### src/design/gic_pkg.sv
// ----------------------------------------------------------------------------
// gic_pkg
// Shared types and constants for the gamepad input conditioner.
// ----------------------------------------------------------------------------
package gic_pkg;

    localparam int MAP_LEN    = 14;
    localparam int STEP_COUNT = 16;
    localparam int CNT_W      = 4;
    localparam int Q_DEPTH    = 2;
    localparam int Q_PTR_W    = 1;
    localparam int Q_CNT_W    = 2;

    localparam logic [15:0] STICK_DZ_RESET  = 16'd15729;
    localparam logic [15:0] TRIG_TH_RESET   = 16'd7710;

    // Configuration register indexes.
    localparam logic [7:0] REG_STICK_DZ = 8'd0;
    localparam logic [7:0] REG_TRIG_TH  = 8'd1;

    // Raw button bit for each output bit, in output order.
    localparam logic [15:0] BUTTON_BITS [MAP_LEN] = '{
        16'h1000, 16'h2000, 16'h4000, 16'h8000,
        16'h0001, 16'h0002, 16'h0004, 16'h0008,
        16'h0100, 16'h0200, 16'h0040, 16'h0080,
        16'h0010, 16'h0020
    };

    // What the back end does with a poll.
    typedef enum logic [1:0] {
        CLS_SKIP,
        CLS_UPDATE,
        CLS_DROP
    } cls_t;

    typedef enum logic [3:0] {
        BK_IDLE,
        BK_SQ_X,
        BK_SQ_Y,
        BK_SQRT,
        BK_CALC1,
        BK_CALC2,
        BK_DIV,
        BK_STORE,
        BK_TRIG,
        BK_TDIV,
        BK_TSTORE,
        BK_FIN
    } bk_state_t;

    typedef struct packed {
        cls_t        cls;
        logic        link;
        logic [15:0] buttons;
        logic [15:0] lx;
        logic [15:0] ly;
        logic [15:0] rx;
        logic [15:0] ry;
        logic [7:0]  lt;
        logic [7:0]  rt;
    } gic_item_t;

    typedef struct packed {
        logic [13:0] down_mask;
        logic [13:0] pressed_mask;
        logic [13:0] released_mask;
        logic [15:0] left_out_x;
        logic [15:0] left_out_y;
        logic [15:0] right_out_x;
        logic [15:0] right_out_y;
        logic [15:0] left_trigger_out;
        logic [15:0] right_trigger_out;
        logic        link_up;
        logic        any_activity;
        logic        rumble_stop;
    } gic_result_t;

    function automatic logic [13:0] map_buttons(input logic [15:0] word, input int n);
        logic [13:0] mask;
        mask = '0;
        for (int i = 0; i < MAP_LEN; i++)
        begin
            if (i < n && (word & BUTTON_BITS[i]) != 16'h0)
            begin
                mask[i] = 1'b1;
            end
        end
        return mask;
    endfunction

endpackage

### src/design/gic_back.sv
// ----------------------------------------------------------------------------
// gic_back
// Sequenced arithmetic for one poll: stick magnitude, deadzone remap and
// trigger remap on a shared square root unit and a two-lane divider.
// ----------------------------------------------------------------------------
module gic_back #(
    parameter int BUTTONS = 14
) (
    input  logic                 clk,
    input  logic                 rst_n,
    input  logic [15:0]          stick_dz,
    input  logic [15:0]          trig_th,
    input  logic                 q_valid,
    input  gic_pkg::gic_item_t   q_head,
    output logic                 q_pop,
    input  logic                 out_ready,
    output logic                 out_valid,
    output gic_pkg::gic_result_t out_result
);

    gic_pkg::bk_state_t state_reg, state_next;
    gic_pkg::gic_item_t item_reg;

    logic [13:0] held_reg, prior_reg;
    logic [15:0] stick_reg [4];
    logic [15:0] trig_reg [2];
    logic        job_reg;
    logic [gic_pkg::CNT_W-1:0] cnt_reg;

    logic [31:0] s_reg;
    logic [15:0] root_reg;
    logic [17:0] srem_reg;
    logic        zero_reg, cap_reg;
    logic [31:0] num_reg;
    logic [16:0] den_reg;
    logic [32:0] div_reg;
    logic [32:0] rema_reg, remb_reg;
    logic [15:0] quoa_reg, quob_reg;
    logic [1:0]  tz_reg, tovf_reg;
    logic        ovalid_reg;
    gic_pkg::gic_result_t result_reg;

    // Stick operands of the current job.
    logic [15:0] x, y, ax, ay, sq_op;
    logic [31:0] sq;
    assign x     = job_reg ? item_reg.rx : item_reg.lx;
    assign y     = job_reg ? item_reg.ry : item_reg.ly;
    assign ax    = x[15] ? (~x + 16'd1) : x;
    assign ay    = y[15] ? (~y + 16'd1) : y;
    assign sq_op = (state_reg == gic_pkg::BK_SQ_X) ? ax : ay;
    assign sq    = sq_op * sq_op;

    // One square root step: two radicand bits in, one root bit out.
    logic [19:0] rem2;
    logic [17:0] trial;
    logic        sq_ge;
    assign rem2  = {srem_reg, s_reg[31:30]};
    assign trial = {root_reg, 2'b01};
    assign sq_ge = rem2 >= {2'b00, trial};

    // Deadzone terms.
    logic [31:0] dz, m65, num, capv;
    logic [16:0] den;
    assign dz   = ({16'h0, stick_dz} << 15) - {16'h0, stick_dz};
    assign m65  = {root_reg, 16'h0};
    assign num  = m65 - dz;
    assign den  = 17'h10000 - {1'b0, stick_dz};
    assign capv = ({15'h0, den} << 15) - {15'h0, den};

    // Remap products.
    logic [47:0] prod_a, prod_b, cap_a, cap_b;
    logic [32:0] mden;
    assign prod_a = {32'h0, ax} * {16'h0, num_reg};
    assign prod_b = {32'h0, ay} * {16'h0, num_reg};
    assign cap_a  = ({32'h0, ax} << 15) - {32'h0, ax};
    assign cap_b  = ({32'h0, ay} << 15) - {32'h0, ay};
    assign mden   = {17'h0, root_reg} * {16'h0, den_reg};

    // Trigger terms.
    logic [23:0] th, ra, rb, diffa, diffb;
    logic [16:0] tden;
    logic [24:0] tdiv;
    assign th    = ({8'h0, trig_th} << 8) - {8'h0, trig_th};
    assign tden  = 17'h10000 - {1'b0, trig_th};
    assign tdiv  = ({8'h0, tden} << 8) - {8'h0, tden};
    assign ra    = {item_reg.lt, 16'h0};
    assign rb    = {item_reg.rt, 16'h0};
    assign diffa = ra - th;
    assign diffb = rb - th;

    // Two-lane restoring divider step with a shared divisor.
    logic [33:0] r2a, r2b, sa, sb;
    logic        gea, geb;
    assign r2a = {rema_reg, quoa_reg[15]};
    assign r2b = {remb_reg, quob_reg[15]};
    assign gea = r2a >= {1'b0, div_reg};
    assign geb = r2b >= {1'b0, div_reg};
    assign sa  = r2a - {1'b0, div_reg};
    assign sb  = r2b - {1'b0, div_reg};

    logic [15:0] qx, qy, vx, vy;
    assign qx = zero_reg ? 16'h0 : quoa_reg;
    assign qy = zero_reg ? 16'h0 : quob_reg;
    assign vx = x[15] ? (~qx + 16'd1) : qx;
    assign vy = y[15] ? (~qy + 16'd1) : qy;

    logic fin_go;
    assign fin_go = (state_reg == gic_pkg::BK_FIN) && (!ovalid_reg || out_ready);

    always_comb
    begin
        state_next = state_reg;
        q_pop      = 1'b0;
        case (state_reg)
            gic_pkg::BK_IDLE:
            begin
                if (q_valid)
                begin
                    q_pop = 1'b1;
                    state_next = (q_head.cls == gic_pkg::CLS_UPDATE) ?
                                 gic_pkg::BK_SQ_X : gic_pkg::BK_FIN;
                end
            end
            gic_pkg::BK_SQ_X:  state_next = gic_pkg::BK_SQ_Y;
            gic_pkg::BK_SQ_Y:  state_next = gic_pkg::BK_SQRT;
            gic_pkg::BK_SQRT:
            begin
                if (cnt_reg == '1)
                begin
                    state_next = gic_pkg::BK_CALC1;
                end
            end
            gic_pkg::BK_CALC1: state_next = gic_pkg::BK_CALC2;
            gic_pkg::BK_CALC2: state_next = gic_pkg::BK_DIV;
            gic_pkg::BK_DIV:
            begin
                if (cnt_reg == '1)
                begin
                    state_next = gic_pkg::BK_STORE;
                end
            end
            gic_pkg::BK_STORE:
            begin
                state_next = job_reg ? gic_pkg::BK_TRIG : gic_pkg::BK_SQ_X;
            end
            gic_pkg::BK_TRIG:  state_next = gic_pkg::BK_TDIV;
            gic_pkg::BK_TDIV:
            begin
                if (cnt_reg == '1)
                begin
                    state_next = gic_pkg::BK_TSTORE;
                end
            end
            gic_pkg::BK_TSTORE: state_next = gic_pkg::BK_FIN;
            gic_pkg::BK_FIN:
            begin
                if (fin_go)
                begin
                    state_next = gic_pkg::BK_IDLE;
                end
            end
            default: state_next = gic_pkg::BK_IDLE;
        endcase
    end

    always_ff @(posedge clk or negedge rst_n)
    begin
        if (!rst_n)
        begin
            state_reg  <= gic_pkg::BK_IDLE;
            ovalid_reg <= 1'b0;
            held_reg   <= '0;
            prior_reg  <= '0;
            for (int i = 0; i < 4; i++)
            begin
                stick_reg[i] <= '0;
            end
            trig_reg[0] <= '0;
            trig_reg[1] <= '0;
        end
        else
        begin
            state_reg <= state_next;
            if (fin_go)
            begin
                ovalid_reg <= 1'b1;
            end
            else if (out_ready)
            begin
                ovalid_reg <= 1'b0;
            end
            if (state_reg == gic_pkg::BK_IDLE && q_valid)
            begin
                prior_reg <= held_reg;
                if (q_head.cls == gic_pkg::CLS_UPDATE)
                begin
                    held_reg <= gic_pkg::map_buttons(q_head.buttons, BUTTONS);
                end
                else if (q_head.cls == gic_pkg::CLS_DROP)
                begin
                    held_reg <= '0;
                    for (int i = 0; i < 4; i++)
                    begin
                        stick_reg[i] <= '0;
                    end
                    trig_reg[0] <= '0;
                    trig_reg[1] <= '0;
                end
            end
            if (state_reg == gic_pkg::BK_STORE)
            begin
                stick_reg[{job_reg, 1'b0}] <= vx;
                stick_reg[{job_reg, 1'b1}] <= vy;
            end
            if (state_reg == gic_pkg::BK_TSTORE)
            begin
                trig_reg[0] <= tz_reg[0] ? 16'h0 : (tovf_reg[0] ? 16'hFFFF : quoa_reg);
                trig_reg[1] <= tz_reg[1] ? 16'h0 : (tovf_reg[1] ? 16'hFFFF : quob_reg);
            end
        end
    end

    // Datapath registers; no reset needed.
    always_ff @(posedge clk)
    begin
        case (state_reg)
            gic_pkg::BK_IDLE:
            begin
                item_reg <= q_head;
                job_reg  <= 1'b0;
            end
            gic_pkg::BK_SQ_X:
            begin
                s_reg <= sq;
            end
            gic_pkg::BK_SQ_Y:
            begin
                s_reg    <= s_reg + sq;
                srem_reg <= '0;
                root_reg <= '0;
                cnt_reg  <= '0;
            end
            gic_pkg::BK_SQRT:
            begin
                s_reg    <= s_reg << 2;
                srem_reg <= sq_ge ? 18'(rem2 - {2'b00, trial}) : rem2[17:0];
                root_reg <= {root_reg[14:0], sq_ge};
                cnt_reg  <= cnt_reg + 1'b1;
            end
            gic_pkg::BK_CALC1:
            begin
                zero_reg <= (root_reg == 16'h0) || (m65 < dz);
                num_reg  <= num;
                den_reg  <= den;
                cap_reg  <= num >= capv;
            end
            gic_pkg::BK_CALC2:
            begin
                cnt_reg <= '0;
                if (cap_reg)
                begin
                    div_reg  <= {17'h0, root_reg};
                    rema_reg <= {1'b0, cap_a[47:16]};
                    quoa_reg <= cap_a[15:0];
                    remb_reg <= {1'b0, cap_b[47:16]};
                    quob_reg <= cap_b[15:0];
                end
                else
                begin
                    div_reg  <= mden;
                    rema_reg <= {1'b0, prod_a[47:16]};
                    quoa_reg <= prod_a[15:0];
                    remb_reg <= {1'b0, prod_b[47:16]};
                    quob_reg <= prod_b[15:0];
                end
            end
            gic_pkg::BK_DIV, gic_pkg::BK_TDIV:
            begin
                rema_reg <= gea ? sa[32:0] : r2a[32:0];
                remb_reg <= geb ? sb[32:0] : r2b[32:0];
                quoa_reg <= {quoa_reg[14:0], gea};
                quob_reg <= {quob_reg[14:0], geb};
                cnt_reg  <= cnt_reg + 1'b1;
            end
            gic_pkg::BK_STORE:
            begin
                job_reg <= 1'b1;
            end
            gic_pkg::BK_TRIG:
            begin
                cnt_reg     <= '0;
                div_reg     <= {8'h0, tdiv};
                tz_reg[0]   <= ra < th;
                tz_reg[1]   <= rb < th;
                tovf_reg[0] <= {1'b0, diffa} >= tdiv;
                tovf_reg[1] <= {1'b0, diffb} >= tdiv;
                rema_reg    <= {9'h0, diffa};
                remb_reg    <= {9'h0, diffb};
                quoa_reg    <= '0;
                quob_reg    <= '0;
            end
            default:
            begin
            end
        endcase
        if (fin_go)
        begin
            result_reg.down_mask         <= held_reg;
            result_reg.pressed_mask      <= held_reg & ~prior_reg;
            result_reg.released_mask     <= prior_reg & ~held_reg;
            result_reg.left_out_x        <= stick_reg[0];
            result_reg.left_out_y        <= stick_reg[1];
            result_reg.right_out_x       <= stick_reg[2];
            result_reg.right_out_y       <= stick_reg[3];
            result_reg.left_trigger_out  <= trig_reg[0];
            result_reg.right_trigger_out <= trig_reg[1];
            result_reg.link_up           <= item_reg.link;
            result_reg.any_activity      <= item_reg.link &&
                ((held_reg != '0) || (trig_reg[0] != '0) || (trig_reg[1] != '0) ||
                 (stick_reg[0] != '0) || (stick_reg[1] != '0) ||
                 (stick_reg[2] != '0) || (stick_reg[3] != '0));
            result_reg.rumble_stop       <= item_reg.cls == gic_pkg::CLS_DROP;
        end
    end

    assign out_valid  = ovalid_reg;
    assign out_result = result_reg;

endmodule

### config.mk
export PLATFORM = sky130hd
export DESIGN_NAME = gic_back
export DESIGN_NICKNAME = d
export VERILOG_FILES = /design/src/design/gic_pkg.sv /design/src/design/gic_back.sv
export SDC_FILE = /design/constraint.sdc
export NUM_CORES = 2
export LEC_CHECK = 0
export BUFFER_PORTS_ARGS = -buffer_cell sky130_fd_sc_hd__buf_2
export CAP_MARGIN = 20
export CORE_MARGIN = 1
export CORE_UTILIZATION = 66
export CTS_CLUSTER_SIZE = 8
export DETAILED_ROUTE_END_ITERATION = 7
export PLACE_DENSITY_LB_ADDON = 0.12
export SYNTH_ARGS = -nofsm -noshare
export SYNTH_HDL_FRONTEND = slang
export SYNTH_SLANG_ARGS = --single-unit
### constraint.sdc
create_clock -name clk -period 31.3 [get_ports clk]
set_clock_uncertainty 0.05 [all_clocks]
set_input_delay 6.26 -clock clk [delete_from_list [all_inputs] [get_ports clk]]
set_output_delay 6.26 -clock clk [all_outputs]
set_load 0.005 [all_outputs]
# ---- Word-level counts from Yosys, hierarchy flattened
# Cells that the tools add are included.
dict set report word_totals {
  reg_bits 610
  in_bits 135
  output_inout_bits 143
  elab_cells 226
}
dict set report classes {
  addsub 20
  n_mul 4
  order_cmp 13
  eq_ne 21
  mux 73
  n_bitwise 10
  reduce_logical 39
}
# operator n
set op_table {}
lappend op_table {{$mux 16} 17}
lappend op_table {{$mux 64} 4}
lappend op_table {{$pmux 33 s3} 2}
lappend op_table {{$mux 32} 6}
lappend op_table {{$bwmux 64} 2}
lappend op_table {{$mux 33} 3}
lappend op_table {{$mul 16x32->48} 2}
lappend op_table {{$pmux 16 s3} 2}
lappend op_table {{$pmux 32 s3} 1}
lappend op_table {{$reduce_bool 16->1} 6}
lappend op_table {{$sub 31x16->32} 3}
lappend op_table {{$ge 34x33->1} 2}
lappend op_table {{$pmux 33 s2} 1}
lappend op_table {{$sub 33x33->33} 2}
lappend op_table {{$add 16x1->16 const B} 4}
lappend op_table {{$demux 16 s2} 2}
lappend op_table {{$not 16->16} 4}
lappend op_table {{$ge 24x25->1} 2}
lappend op_table {{$lt 24x24->1} 2}
lappend op_table {{$pmux 4 s12} 1}
lappend op_table {{$sub 24x24->24} 2}
lappend op_table {{$pmux 18 s2} 1}
lappend op_table {{$sub 17x16->17 const A} 2}
lappend op_table {{$mul 16x17->33} 1}
lappend op_table {{other kinds (44)} 106}

# ---- Longest topological paths before layout
dict set report depth {
  ltp_word 8
  mapped_depth 49
  mapped_depth_nobuf 43
}

# ---- Worst setup path before layout
# OpenSTA, ideal clock, no wires.
dict set report synth_timing {
  kind {input to register}
  startpoint {input out_ready}
  endpoint {register result_reg, in the netlist out_result[0] (enable)}
  setup_time_ps 814
  arrival_time_ps 15814
  required_ps 30436
  path_slack_ps 14622
  cell_stages 2
  n_path_buf 0
  path_cell_list {nor2b_1 -> nor3_1}
}
dict set report synth_via {
  elab_chain_len 2
}
# element line_no
set synth_lines {}
lappend synth_lines {{start, declared} gic_back.sv:16} ;# input logic out_ready,
lappend synth_lines {{$logic_or 1x1->1} gic_back.sv:108} ;# assign fin_go = (state_reg == gic_pkg::BK_FIN) && (!ovalid_reg || out_ready);
lappend synth_lines {{$logic_and 1x1->1} gic_back.sv:108}
lappend synth_lines {{net fin_go} gic_back.sv:107} ;# logic fin_go;
lappend synth_lines {{end, declared} gic_back.sv:41} ;# gic_pkg::gic_result_t result_reg;
# The timed path passes the listed nets, and every way through them passes these cells.
# A chain may end at the register's enable or synchronous reset.

# ---- Final worst setup path
dict set report layout_timing {
  startpoint {register job_reg}
  endpoint {register s_reg[29], data pin}
}
dict set report layout_via {
  elab_chain_len 8
  word_cells_on_any_way 12
  cone_classes {add/sub (3); mul (1); mux (6); bitwise (2)}
}
# element line_no
set layout_lines {}
lappend layout_lines {{start, declared} gic_back.sv:27} ;# logic job_reg;
lappend layout_lines {{start signal, assigned} gic_back.sv:230} ;# job_reg <= 1'b0;
lappend layout_lines {{start signal, assigned} gic_back.sv:287} ;# job_reg <= 1'b1;
lappend layout_lines {{$mux 16, on equally long branches} {gic_back.sv:47, gic_back.sv:46}}
lappend layout_lines {{$not 16->16, on equally long branches} {gic_back.sv:49, gic_back.sv:48}}
lappend layout_lines {{$add 16x1->16, on equally long branches} {gic_back.sv:49, gic_back.sv:48}}
lappend layout_lines {{$mux 16, on equally long branches} {gic_back.sv:49, gic_back.sv:48}}
lappend layout_lines {{$mux 16 (*)} gic_back.sv:50} ;# assign sq_op = (state_reg == gic_pkg::BK_SQ_X) ? ax : ay;
lappend layout_lines {{$mul 16x16->32 (*)} gic_back.sv:51} ;# assign sq = sq_op * sq_op;
lappend layout_lines {{$add 32x32->32} gic_back.sv:238} ;# s_reg <= s_reg + sq;
lappend layout_lines {{$pmux 32 s3 (*)} gic_back.sv:226} ;# case (state_reg)
lappend layout_lines {{end signal, assigned} gic_back.sv:234} ;# s_reg <= sq;
lappend layout_lines {{end signal, assigned} gic_back.sv:238}
lappend layout_lines {{end signal, assigned} gic_back.sv:245} ;# s_reg <= s_reg << 2;
lappend layout_lines {{end, declared} gic_back.sv:30} ;# logic [31:0] s_reg;
# Mark *: on every way between the ends. The rest lies on a longest branch, timed or not.

==> results.md <==
- Status: completed
- CP arrival: 14.85 ns
- Most used cell, CP: fa_1
- Iteration-0 DRC Markers: 7031
- Number of flip-flops in the largest register: 141
- Crit start category: flip-flop
- Post-synthesis sequential area ratio: 0.206
- Avg WL per Cell: 22.8 um
- Worst Tran Pin Value: 1.24 ns
- TritonCTS Buffers: 88
- CTS resizes: 0
- CORE AREA: 128000 um^2
- PortBufs: 275
- Final min period: 14.47 ns
- CTS tree: yes
- Worst Setup SP: job_reg$_DFFE_PP_
- Die area: 131000 um^2
- End of the critical path: s_reg[29]$_DFFE_PP_
- Drt total wl: 255000 um
- Seq cells post-synth: 609
- Dpl hpwl: 191000 um
- Worst Path Buf+Inv: 8
- Root Buffer: clkbuf_16
- Share of cells above drive strength 1: 0.0689
- CP max FO: 54
- Commonest cells after routing, fill and taps aside: nand2_1 (1413), inv_1 (1395), fa_1 (1207)
- Reg2Reg Setup Slack: 16.83 ns
- Crit Reg-Reg Endpoint: s_reg[29]$_DFFE_PP_
- Synth Instances: 9319
- Critical-path top delay cell: edfxtp_1
- GRT Total Usage: 0.394
- CP delay by family, top: adder cells
- H-tree levels: 3
- Via density: 6.24
- Final setup TNS: 0 ns
- Post-placement worst setup slack: 17.07 ns
- Fraction of registers with async set/reset: 0.212
- RePlAce Congestion: 1.01
- DR pass1 iterations: 8
- GR Overflow Total: 0
- Syn Std Cell Area: 85700 um^2
- Row count: 131
- Most common cell after layout, fill and taps aside: nand2_1
- CP max stage delay: 0.99 ns
- Nets@finish: 11400
- CTS Buffer Depth: 3
- Slew HR: 0.165
- Area grow syn2layout: 6.93%
- Vias: 69800
- Syn Area/Cell: 9.20 um^2
- Hold WC Path Type: reg2reg
- Postcts setup bufs: 0
- Post-layout util: 0.715
- Post-route ant nets: 0
- Yosys cell types: 107
- Hold path depth: 0
- Clock slew at reported path FFs: 0.05 ns
- Number of global-route vias before repair: 70600
- Worst Path Required: 31.68 ns
- IO Pins: 278
- Crit Path Category: reg2reg
- Chip width: 362 um
- Unrepaired setup endpoints after global routing: no
- Maxcap violations: 0
- Clock sinks: 609
- # setup viols final: 0
- Largest net degree at the start of global routing: 90
- Tcrit/Tclk final: 0.462
- Worst reg-to-reg path cell count: 40
- Post-synth EDFFs: 480
- Initial core utilization: 0.669
- Worst flop-to-flop path startpoint: job_reg$_DFFE_PP_
- Hold buffers post-CTS: 0
- Ys Warns: 0
- Hold Fails Final Rpt: 0
- Maximum clock frequency: 69.1 MHz
- Clock Latency Late Sink: 0.72 ns
- Die height: 362 um
- CP Capture Type: flip-flop
- WP depth: 40
- Antenna violations before repair: 14
- Final worst slack: 16.83 ns
- First-pass GRT wire length: 398000 um
- Slew Viols, Final: 0
- DRC Markers: 0
- Synth Flop Type: edfxtp_1
[cells in the mapped netlist, types with 87 or more instances]
cell      number  area share
nor2_1       462       0.020
o21ai_0      357       0.021
xnor2_1      294       0.030
dfrtp_1      129       0.038
and2_1       382       0.028
fa_1        1207        0.28
xor2_1       172       0.018
mux2i_1       87       0.010
edfxtp_1     480        0.17
nand2_1     1413       0.062
nor3_1       118      0.0069
inv_1       1395       0.061
clkbuf_1     370       0.016
a21o_1       186       0.016
a21oi_1      341       0.020
nand3_1       97      0.0057
ha_1         664       0.097
[area by class of cell]
class                           count  area [um^2]
Antenna cell                       11         27.5
Clock buffer                      140         2400
Clock inverter                     13          220
Fill cell                        9781        36500
Inverter                         1405         5270
Multi-Input combinational cell   6875        61600
Sequential cell                   609        17600
Tap cell                         1729         2160
Timing Repair Buffer              401         2340
[logic make-up (layout without fill, tap and decap cells)]
family | count (synthesis) | count (layout) | synth area share
compound gates | 1475 | 1475 | 0.113
xor+xnor | 469 | 469 | 0.0482
fa+ha+maj | 1871 | 1871 | 0.379
buf+inv | 1844 | 1959 | 0.0816
flops | 609 | 609 | 0.206
mux | 108 | 108 | 0.0130
other cells | 2 | 22 | 0.0000876
simple gates | 2941 | 2941 | 0.160
[worst min path at each step]
stage	start	to	slack, ns
floorplan	item_reg[96]$_DFFE_PP_	out_result[2]$_DFFE_PP_	0.37
global placement	stick_reg[2]$_DFF_PN0_	out_result[37]$_DFFE_PP_	0.41
detailed placement	trig_reg[3]$_DFFE_PN0P_	out_result[6]$_DFFE_PP_	0.41
CTS	trig_reg[3]$_DFFE_PN0P_	out_result[6]$_DFFE_PP_	0.42
global route	stick_reg[9]$_DFF_PN0_	out_result[44]$_DFFE_PP_	0.44
finish	stick_reg[9]$_DFF_PN0_	out_result[44]$_DFFE_PP_	0.42
[layer usage]
layer  GRT usage  vias up  share of wire
li1            -    30500              -
met1       0.522    34600           0.38
met2       0.611     3787           0.45
met3      0.0762      799           0.10
met4       0.218       12          0.064
met5           0        -        0.00091
[stage by stage]
stage | instances | cell area, um^2 | hold slack [ns]
floorplan | 9328 | 85800 | 0.369
global placement | 11000 | 89000 | 0.406
detailed placement | 11000 | 89000 | 0.412
CTS | 11200 | 91600 | 0.423
global route | 11200 | 91700 | 0.438
finish | 11200 | 91700 | 0.424
Power is not shown: default switching activity piles up to over one toggle a cycle in this logic, so the estimate is an artifact.
